<file path="src/design/dosc_pkg.sv">
// Types, constants and operation decode shared by the damped oscillator step core.
`timescale 1ns / 1ps

package dosc_pkg;

  // Register indexes of the configuration port
  localparam logic [2:0] CFG_STIFFNESS    = 3'd0;
  localparam logic [2:0] CFG_DAMPING      = 3'd1;
  localparam logic [2:0] CFG_MASS         = 3'd2;
  localparam logic [2:0] CFG_INVERSE_MASS = 3'd3;
  localparam logic [2:0] CFG_TIME_STEP    = 3'd4;

  localparam logic [31:0] STIFFNESS_RST    = 32'd655360;
  localparam logic [31:0] DAMPING_RST      = 32'd0;
  localparam logic [31:0] MASS_RST         = 32'd65536;
  localparam logic [31:0] INVERSE_MASS_RST = 32'd65536;
  localparam logic [31:0] TIME_STEP_RST    = 32'd429497;

  localparam logic signed [47:0] VEL_RST   = 48'sh000F_0000_0000;
  localparam logic [31:0]        TENTH_Q32 = 32'd429496730;

  localparam logic signed [47:0] S48_MAX = 48'sh7FFF_FFFF_FFFF;
  localparam logic signed [47:0] S48_MIN = 48'sh8000_0000_0000;
  localparam logic [47:0]        U48_MAX = 48'hFFFF_FFFF_FFFF;

  // Multiplier bit counts
  localparam logic [5:0] MUL_SHORT = 6'd32;
  localparam logic [5:0] MUL_LONG  = 6'd48;

  typedef enum logic [0:0] {
    CMD_TICK    = 1'b0,
    CMD_IMPULSE = 1'b1
  } cmd_e;

  typedef enum logic [2:0] {
    ST_IDLE,
    ST_LOAD,
    ST_RUN,
    ST_FIN,
    ST_POST,
    ST_DONE
  } state_e;

  typedef enum logic [3:0] {
    OP_FS,   // k * x
    OP_FD,   // b * v, then force = -(fs + fd)
    OP_A,    // force * inverse_mass
    OP_DV,   // a * dt into velocity
    OP_DX,   // v * dt into position
    OP_IP,   // impulse force * 0.1
    OP_IV,   // impulse term * inverse_mass into velocity
    OP_KE1,  // |v| * m
    OP_KE2,  // (|v| * m) * |v| / 2
    OP_PE1,  // |x| * k
    OP_PE2   // (|x| * k) * |x| / 2
  } op_e;

  typedef enum logic [1:0] {
    SH_16,
    SH_32,
    SH_33
  } shift_e;

  typedef enum logic [1:0] {
    CAP_S48,   // signed Q16.32 range, sign applied afterwards
    CAP_NONE,  // 64-bit intermediate, cannot overflow
    CAP_U48    // unsigned energy range
  } cap_e;

  typedef struct packed {
    shift_e sh;
    cap_e   cap;
    logic   long_mul;
  } op_ctl_t;

  typedef struct packed {
    logic               cmd;
    logic signed [31:0] force_req;
  } dosc_in_t;

  typedef struct packed {
    logic signed [47:0] position;
    logic [47:0]        energy_kin;
    logic [47:0]        energy_pot;
    logic [47:0]        energy_sum;
  } dosc_out_t;

  function automatic op_ctl_t op_ctl(input op_e op);
    op_ctl_t c;
    c.sh       = SH_16;
    c.cap      = CAP_S48;
    c.long_mul = 1'b0;
    case (op)
      OP_DV, OP_DX, OP_IP: c.sh = SH_32;
      OP_KE1, OP_PE1:      c.cap = CAP_NONE;
      OP_KE2, OP_PE2: begin
        c.sh       = SH_33;
        c.cap      = CAP_U48;
        c.long_mul = 1'b1;
      end
      default: c.sh = SH_16;
    endcase
    return c;
  endfunction

  function automatic op_e next_op(input op_e op);
    op_e n;
    case (op)
      OP_FS:   n = OP_FD;
      OP_FD:   n = OP_A;
      OP_A:    n = OP_DV;
      OP_DV:   n = OP_DX;
      OP_DX:   n = OP_KE1;
      OP_IP:   n = OP_IV;
      OP_IV:   n = OP_KE1;
      OP_KE1:  n = OP_KE2;
      OP_KE2:  n = OP_PE1;
      OP_PE1:  n = OP_PE2;
      default: n = OP_FS;
    endcase
    return n;
  endfunction

  function automatic logic signed [47:0] sat48(input logic signed [49:0] v);
    logic signed [47:0] r;
    if (v > 50'(S48_MAX)) begin
      r = S48_MAX;
    end else if (v < 50'(S48_MIN)) begin
      r = S48_MIN;
    end else begin
      r = v[47:0];
    end
    return r;
  endfunction

endpackage

</file>
<file path="src/design/damped_oscillator_euler_step_core.sv">
// Damped mass-spring state with a bit-serial multiplier running one Euler step per item.
// Each multiplication, with a 32-bit or a 48-bit operand, runs bit by bit on the single
// shared shift-add multiplier. An item is taken only in the idle state, so a new item is
// not accepted until the last result has been handed to the output register.
// Reset: position 0, velocity 15.0, registers at their defaults; no clearing pass.
`timescale 1ns / 1ps

module damped_oscillator_euler_step_core (
  input  logic                clk_i,
  input  logic                rst_ni,
  input  logic                in_valid_i,
  output logic                in_ready_o,
  input  dosc_pkg::dosc_in_t  in_data_i,
  output logic                out_valid_o,
  input  logic                out_ready_i,
  output dosc_pkg::dosc_out_t out_data_o,
  input  logic                cfg_valid_i,
  output logic                cfg_ready_o,
  input  logic [2:0]          cfg_index_i,
  input  logic [31:0]         cfg_data_i
);

  dosc_pkg::state_e state_q, state_d;
  dosc_pkg::op_e    op_q, op_d;
  dosc_pkg::op_ctl_t ctl;

  logic [31:0] stiff_q, damp_q, mass_q, invm_q, dt_q;
  logic signed [47:0] x_q, v_q;
  logic               cmd_q;
  logic signed [31:0] force_q;
  logic signed [47:0] f_q;
  logic [63:0]        t_q;
  logic [47:0]        ke_q, pe_q;

  // multiplier
  logic [63:0] a_q, acc_q;
  logic [47:0] mlo_q;
  logic [5:0]  cnt_q;
  logic        long_q, neg_q;
  logic [63:0] res_q;

  logic                out_valid_q;
  dosc_pkg::dosc_out_t out_q;

  logic in_fire, out_free;
  logic load_en, run_en, fin_en, post_en, done_en;

  logic signed [47:0] src;
  logic [47:0]        mag;
  logic [63:0]        mul_a;
  logic [47:0]        mul_b;
  logic [64:0]        sum;
  logic [111:0]       prod, shifted;
  logic               over_s, over_u;
  logic [47:0]        r48;
  logic signed [47:0] res48;
  logic signed [49:0] fsum, vsum, xsum;
  logic [48:0]        tot;

  assign ctl      = dosc_pkg::op_ctl(op_q);
  assign in_fire  = in_valid_i && in_ready_o;
  assign out_free = !out_valid_q || out_ready_i;
  assign cfg_ready_o = 1'b1;

  // Next state
  always_comb begin
    state_d = state_q;
    op_d    = op_q;
    case (state_q)
      dosc_pkg::ST_IDLE: begin
        if (in_valid_i) begin
          state_d = dosc_pkg::ST_LOAD;
          op_d    = (in_data_i.cmd == dosc_pkg::CMD_IMPULSE) ? dosc_pkg::OP_IP
                                                              : dosc_pkg::OP_FS;
        end
      end
      dosc_pkg::ST_LOAD: state_d = dosc_pkg::ST_RUN;
      dosc_pkg::ST_RUN: begin
        if (cnt_q == 6'd1) state_d = dosc_pkg::ST_FIN;
      end
      dosc_pkg::ST_FIN: state_d = dosc_pkg::ST_POST;
      dosc_pkg::ST_POST: begin
        if (op_q == dosc_pkg::OP_PE2) begin
          state_d = dosc_pkg::ST_DONE;
        end else begin
          state_d = dosc_pkg::ST_LOAD;
          op_d    = dosc_pkg::next_op(op_q);
        end
      end
      dosc_pkg::ST_DONE: begin
        if (out_free) state_d = dosc_pkg::ST_IDLE;
      end
      default: state_d = dosc_pkg::ST_IDLE;
    endcase
  end

  // Outputs and strobes
  always_comb begin
    in_ready_o = 1'b0;
    load_en    = 1'b0;
    run_en     = 1'b0;
    fin_en     = 1'b0;
    post_en    = 1'b0;
    done_en    = 1'b0;
    case (state_q)
      dosc_pkg::ST_IDLE: in_ready_o = 1'b1;
      dosc_pkg::ST_LOAD: load_en    = 1'b1;
      dosc_pkg::ST_RUN:  run_en     = 1'b1;
      dosc_pkg::ST_FIN:  fin_en     = 1'b1;
      dosc_pkg::ST_POST: post_en    = 1'b1;
      dosc_pkg::ST_DONE: done_en    = out_free;
      default:           in_ready_o = 1'b0;
    endcase
  end

  // Operand selection
  always_comb begin
    case (op_q)
      dosc_pkg::OP_FS, dosc_pkg::OP_PE1, dosc_pkg::OP_PE2: src = x_q;
      dosc_pkg::OP_FD, dosc_pkg::OP_DX, dosc_pkg::OP_KE1,
      dosc_pkg::OP_KE2:                                    src = v_q;
      dosc_pkg::OP_IP:                                     src = {force_q, 16'd0};
      default:                                             src = f_q;
    endcase
  end

  assign mag = src[47] ? (48'd0 - src) : src;

  always_comb begin
    mul_a = {16'd0, mag};
    case (op_q)
      dosc_pkg::OP_FS, dosc_pkg::OP_PE1: mul_b = {16'd0, stiff_q};
      dosc_pkg::OP_FD:                   mul_b = {16'd0, damp_q};
      dosc_pkg::OP_A, dosc_pkg::OP_IV:   mul_b = {16'd0, invm_q};
      dosc_pkg::OP_DV, dosc_pkg::OP_DX:  mul_b = {16'd0, dt_q};
      dosc_pkg::OP_IP:                   mul_b = {16'd0, dosc_pkg::TENTH_Q32};
      dosc_pkg::OP_KE1:                  mul_b = {16'd0, mass_q};
      dosc_pkg::OP_KE2, dosc_pkg::OP_PE2: begin
        mul_a = t_q;
        mul_b = mag;
      end
      default:                           mul_b = 48'd0;
    endcase
  end

  // One multiplier bit per cycle: add, then shift the pair right
  assign sum = {1'b0, acc_q} + (mlo_q[0] ? {1'b0, a_q} : 65'd0);

  assign prod = long_q ? {acc_q, mlo_q} : {16'd0, acc_q, mlo_q[47:16]};

  always_comb begin
    case (ctl.sh)
      dosc_pkg::SH_32: shifted = prod >> 32;
      dosc_pkg::SH_33: shifted = prod >> 33;
      default:         shifted = prod >> 16;
    endcase
  end

  // A negative result may reach magnitude 2^47, a positive one 2^47 - 1
  assign over_u = |shifted[111:48];
  assign over_s = neg_q ? (over_u || (shifted[47] && (|shifted[46:0])))
                        : (|shifted[111:47]);
  assign r48 = over_s ? (neg_q ? 48'h8000_0000_0000 : 48'h7FFF_FFFF_FFFF)
                      : shifted[47:0];

  assign res48 = res_q[47:0];
  assign fsum  = 50'sd0 - ({{2{f_q[47]}}, f_q} + {{2{res48[47]}}, res48});
  assign vsum  = {{2{v_q[47]}}, v_q} + {{2{res48[47]}}, res48};
  assign xsum  = {{2{x_q[47]}}, x_q} + {{2{res48[47]}}, res48};
  assign tot   = {1'b0, ke_q} + {1'b0, pe_q};

  always_ff @(posedge clk_i or negedge rst_ni) begin
    if (!rst_ni) begin
      state_q     <= dosc_pkg::ST_IDLE;
      op_q        <= dosc_pkg::OP_FS;
      cnt_q       <= 6'd0;
      out_valid_q <= 1'b0;
      stiff_q     <= dosc_pkg::STIFFNESS_RST;
      damp_q      <= dosc_pkg::DAMPING_RST;
      mass_q      <= dosc_pkg::MASS_RST;
      invm_q      <= dosc_pkg::INVERSE_MASS_RST;
      dt_q        <= dosc_pkg::TIME_STEP_RST;
      x_q         <= 48'sd0;
      v_q         <= dosc_pkg::VEL_RST;
    end else begin
      state_q <= state_d;
      op_q    <= op_d;
      if (load_en) begin
        cnt_q <= ctl.long_mul ? dosc_pkg::MUL_LONG : dosc_pkg::MUL_SHORT;
      end else if (run_en) begin
        cnt_q <= cnt_q - 6'd1;
      end
      if (done_en) begin
        out_valid_q <= 1'b1;
      end else if (out_ready_i) begin
        out_valid_q <= 1'b0;
      end
      if (cfg_valid_i && cfg_ready_o) begin
        case (cfg_index_i)
          dosc_pkg::CFG_STIFFNESS:    stiff_q <= cfg_data_i;
          dosc_pkg::CFG_DAMPING:      damp_q  <= cfg_data_i;
          dosc_pkg::CFG_MASS:         mass_q  <= cfg_data_i;
          dosc_pkg::CFG_INVERSE_MASS: invm_q  <= cfg_data_i;
          dosc_pkg::CFG_TIME_STEP:    dt_q    <= cfg_data_i;
          default:                    dt_q    <= dt_q;
        endcase
      end
      if (post_en) begin
        case (op_q)
          dosc_pkg::OP_DV, dosc_pkg::OP_IV: v_q <= dosc_pkg::sat48(vsum);
          dosc_pkg::OP_DX:                  x_q <= dosc_pkg::sat48(xsum);
          default:                          x_q <= x_q;
        endcase
      end
    end
  end

  always_ff @(posedge clk_i) begin
    if (in_fire) begin
      cmd_q   <= in_data_i.cmd;
      force_q <= in_data_i.force_req;
    end
    if (load_en) begin
      a_q    <= mul_a;
      mlo_q  <= mul_b;
      acc_q  <= 64'd0;
      long_q <= ctl.long_mul;
      neg_q  <= (ctl.cap == dosc_pkg::CAP_S48) && src[47];
    end else if (run_en) begin
      acc_q <= sum[64:1];
      mlo_q <= {sum[0], mlo_q[47:1]};
    end
    if (fin_en) begin
      case (ctl.cap)
        dosc_pkg::CAP_NONE: res_q <= shifted[63:0];
        dosc_pkg::CAP_U48:  res_q <= {16'd0, over_u ? dosc_pkg::U48_MAX : shifted[47:0]};
        default:            res_q <= {16'd0, neg_q ? (48'd0 - r48) : r48};
      endcase
    end
    if (post_en) begin
      case (op_q)
        dosc_pkg::OP_FS, dosc_pkg::OP_A, dosc_pkg::OP_IP: f_q <= res48;
        dosc_pkg::OP_FD:                  f_q  <= dosc_pkg::sat48(fsum);
        dosc_pkg::OP_KE1, dosc_pkg::OP_PE1: t_q <= res_q;
        dosc_pkg::OP_KE2:                 ke_q <= res48;
        dosc_pkg::OP_PE2:                 pe_q <= res48;
        default:                          f_q  <= f_q;
      endcase
    end
    if (done_en) begin
      out_q.position   <= x_q;
      out_q.energy_kin <= ke_q;
      out_q.energy_pot <= pe_q;
      out_q.energy_sum <= tot[48] ? dosc_pkg::U48_MAX : tot[47:0];
    end
  end

  assign out_valid_o = out_valid_q;
  assign out_data_o  = out_q;

`ifndef SYNTHESIS
  a_start_op: assert property (@(posedge clk_i) disable iff (!rst_ni)
    in_fire |=> (state_q == dosc_pkg::ST_LOAD) &&
                (op_q == ($past(in_data_i.cmd) ? dosc_pkg::OP_IP : dosc_pkg::OP_FS)))
    else $error("item did not start the right operation");

  a_run_count: assert property (@(posedge clk_i) disable iff (!rst_ni)
    (state_q == dosc_pkg::ST_RUN) |-> (cnt_q != 6'd0))
    else $error("multiplier running with zero count");

  a_cmd_path: assert property (@(posedge clk_i) disable iff (!rst_ni)
    (state_q == dosc_pkg::ST_LOAD && (op_q == dosc_pkg::OP_IP || op_q == dosc_pkg::OP_FS))
    |-> ((op_q == dosc_pkg::OP_IP) == cmd_q))
    else $error("operation sequence does not match the command");

  a_energy_sum: assert property (@(posedge clk_i) disable iff (!rst_ni)
    out_valid_o |-> (out_data_o.energy_sum >= out_data_o.energy_kin) &&
                    (out_data_o.energy_sum >= out_data_o.energy_pot))
    else $error("total energy below one of its parts");
`endif

endmodule
</file>
<file path="config.mk">
export PLATFORM = sky130hd
export DESIGN_NAME = damped_oscillator_euler_step_core
export DESIGN_NICKNAME = d
export VERILOG_FILES = /design/src/design/dosc_pkg.sv /design/src/design/damped_oscillator_euler_step_core.sv
export SDC_FILE = /design/constraint.sdc
export NUM_CORES = 2
export LEC_CHECK = 0
export ABC_AREA = 1
export BUFFER_PORTS_ARGS = -buffer_cell sky130_fd_sc_hd__buf_4
export CAP_MARGIN = 10
export CORE_ASPECT_RATIO = 1.75
export CORE_MARGIN = 4
export CORE_UTILIZATION = 30
export DETAILED_ROUTE_END_ITERATION = 10
export GPL_TIMING_DRIVEN = 0
export PLACE_DENSITY = 0.45
export SYNTH_ARGS = -nofsm -noshare
export SYNTH_HDL_FRONTEND = slang
export SYNTH_SLANG_ARGS = --single-unit
</file>
<file path="constraint.sdc">
create_clock -name clk_i -period 10.88 [get_ports clk_i]
set_input_delay 2.72 -clock clk_i [delete_from_list [all_inputs] [get_ports clk_i]]
set_output_delay 2.72 -clock clk_i [all_outputs]
set_load 0.005 [all_outputs]
</file>
==> results.py <==
metrics = {
    "run_status": {
        "status": "completed",
    },
    "synth": {
        "synthMuxAreaShare": 0.000168,
        "ys_seq_area_frac": 0.443,
        "synth_top_family_by_area": "simple AND/OR/NAND/NOR gates",
        "synthXorXnorAreaFrac": 0.0336,
        "synthesis.area_um2": 59600,
        "synthSimpleGateAreaFrac": 0.219,
        "synth.avg_cell_area_um2": 7.92,
        "ys_ff_latch": 944,
        "synth_cell_types": 70,
        "synthFlopType": "edfxtp_1",
        "synthArstFlopShare": 0.286,
        "synth_fa_ha_area_frac": 0.0686,
        "synth_nets": 7925,
        "synth-compound-area-share": 0.157,
        "synth_edf_count": 610,
        "synth_cells": 7528,
        "synth_warnings": 0,
    },
    "clock_network": {
        "clk_pin_slew_worst_paths_ns": 0.07,
        "cts_root_buffer": "clkbuf_16",
        "postCtsSetupRepairBufs": 0,
        "cts_tree": "yes",
        "clockBufferDepth": 3,
        "htreeDepth": 3,
        "numCtsBuffers": 97,
        "worstSkewPairLatency_ns": 0.75,
        "cts_resized": 0,
        "cts_sinks": 944,
        "ctsHoldBuffers": 0,
    },
    "setup_path": {
        "critPathArrivalTime_ns": 10.21,
        "slowest_delay_ns": 0.99,
        "ff2ff_setup_slack_ns": 1.28,
        "reg2reg_from": "op_q[0]",
        "start_kind": "flip-flop",
        "path_max_fanout": 12,
        "critPathCaptureType": "flip-flop",
        "crit_type": "flip-flop to flip-flop",
        "crit_path_frequent_cell": "nand2_1",
        "rr_worst_depth": 36,
        "worst_r2r_endpoint": "res_q[44]",
        "cpMaxStageDelayCell": "buf_1",
        "cp.required_ns": 11.49,
    },
    "placed_design": {
        "hpwl_um": 229000,
        "dp_cells": 10441,
        "port-buffer-count": 266,
        "place.gp.congestion": 0.967,
    },
    "global_routing": {
        "grt_max_degree": 96,
        "track_usage": 0.271,
        "grt_pass1_vias": 56302,
        "grt_pass1_wl_um": 400000,
        "grt-ovfl-total": 0,
        "antenna_found_initial": 9,
    },
    "timing": {
        "rsz0062_at_grt": "false",
        "relSlewSlack": 0.0574,
        "finClkSkew_ns": 0.0348,
        "setup_viol": 0,
        "hold_viol": 0,
        "drv_slew": 0,
        "fmaxAchievable_mhz": 104,
        "min_period_over_period": 0.882,
        "fin_crit_ns": 9.60,
        "tightest_slew_ns": 1.41,
    },
    "cells_and_area": {
        "drive_gt1_frac": 0.0849,
        "final_common_cell": "nand2_1",
        "fillers": 21328,
        "final_cell_mix": "nand2_1, inv_1, nor2_1, edfxtp_1, a21oi_1",
        "fin_nets": 8321,
        "fin_util": 0.349,
        "area_growth_pct": 15.7,
        "final_cells": 10627,
    },
    "power_and_ir_drop": {
        "p_sw_mw": 12.4,
        "combPwrFrac": 0.580,
        "p_clk_frac": 0.159,
        "power.total_mw": 23.1,
        "irDropWorstVdd_uv": 152,
        "p_leak_nw": 30.9,
        "power_density_nw_per_um2": 335,
        "swShare": 0.535,
        "pwr-share-seq": 0.262,
        "internal_power_mw": 10.7,
    },
    "drt": {
        "wl_per_cell_um": 26.8,
        "wl_um": 284000,
        "dr_total_vias": 55003,
        "drtPass1Iterations": 6,
        "drcViolationCount": 0,
        "ant_nets": 0,
        "drt_iter0_markers": 3979,
        "vias_per_cell": 5.18,
    },
    "floorplanning": {
        "ioPinCount": 268,
        "start_util": 0.301,
        "die_x_um": 345,
        "die_y_um": 598,
        "dieArea_um2": 206000,
        "core_region_area_um2": 198000,
        "rows": 216,
    },
    "flow_run": {
        "drv_cap": 0,
    },
    "worst_hold_path": {
        "hp-class": "flip-flop to flip-flop",
        "holdPathEnd": "t_q[52]",
        "hold_path_depth": 0,
        "hp-start": "res_q[52]",
    },
}
-- metrics by stage --
stage / TNS (ns) / area, µm² / worst slack (ns) / hold slack (ns)
4_1_cts: 0 / 69000 / 1.31 / 0.412
2_1_floorplan: 0 / 59600 / 2.65 / 0.400
3_3_place_gp: -73.24 / 64900 / -0.404 / 0.402
3_5_place_dp: 0 / 65600 / 1.45 / 0.405
6_report: 0 / 69000 / 1.28 / 0.409
5_1_grt: 0 / 69000 / 0.794 / 0.420
-- cells in the mapped netlist (85+ instances only) --
library cell,number,area [µm²]
ha_1,319,3990
nand2_1,1930,7240
xor2_1,144,1260
clkbuf_1,139,522
o21ai_0,536,2680
inv_1,925,3470
a21oi_1,572,2860
nand3_1,373,1870
xnor2_1,85,744
a31oi_1,113,707
edfxtp_1,610,18300
dfrtp_1,251,6280
nor2_1,652,2450
-- how the worst max path moves through the flow --
stage                                 end  cells after the start        start
after floorplan             out_data_o[0]                      2  out_ready_i
after global placement    out_data_o[150]                      3  out_ready_i
after detailed placement        res_q[44]                     36      op_q[0]
after CTS                       res_q[44]                     36      op_q[0]
after global routing            res_q[44]                     36      op_q[0]
final                           res_q[44]                     36      op_q[0]
-- final cells by class --
cell class                 count  area, µm²  share of cell area
timing repair buffer         297       2610              0.0378
buffer                       257       1210              0.0175
clock buffer                 109       2510              0.0364
antenna                        3       7.51            0.000109
sequential                   944      26400               0.382
multi-input combinational   5384      28600               0.414
tap                         2616       3270              0.0475
inverter                     943       3540              0.0513
clock inverter                74        901              0.0131
-- cells by family after synthesis --
family	after synthesis
buffers and inverters	1200
AOI/OAI and AO/OA	1638
muxes	1
xor gates and xnor gates	229
and+or+nand+nor	3191
DFF	944
other	1
adders and majority gates	324
-- metal layers --
layer	track usage	routed length, µm	vias to the layer above
met5	0	0	-
met4	0.195	25300	0
met3	0.0299	11300	629
met2	0.500	148000	1670
met1	0.280	99800	26604
li1	-	-	26100
-- registers in the layout, indices dropped and copies added (netlist names), 6 cells and up --
name        flops
cnt_q           6
res_q          64
damp_q         32
x_q            48
force_q        32
invm_q         32
dt_q           32
f_q            48
out_data_o    192
pe_q           48
t_q            64
v_q            48
mass_q         32
stiff_q        32
acc_q          64
ke_q           48
mlo_q          48
a_q            64
-- power groups by stage --
stage	Combinational [mW]	Clock, mW	Sequential [mW]
after floorplan	8.10	0	5.43
after global placement	13.2	0	6.21
after detailed placement	13.3	0	6.13
after CTS	13.4	3.75	6.06
after global routing	14.5	3.89	6.08
final	13.4	3.66	6.04
-- critical path, delay by kind of cell, from the launching register on --
kind	cells	cell delay, ns
and+or+nand+nor	19	3.61
DFF	1	0.41
adders and majority gates	3	0.83
buffers and inverters	13	4.50
AOI/OAI and AO/OA	1	0.09
Note: power is estimated with default switching activity, not from simulation.
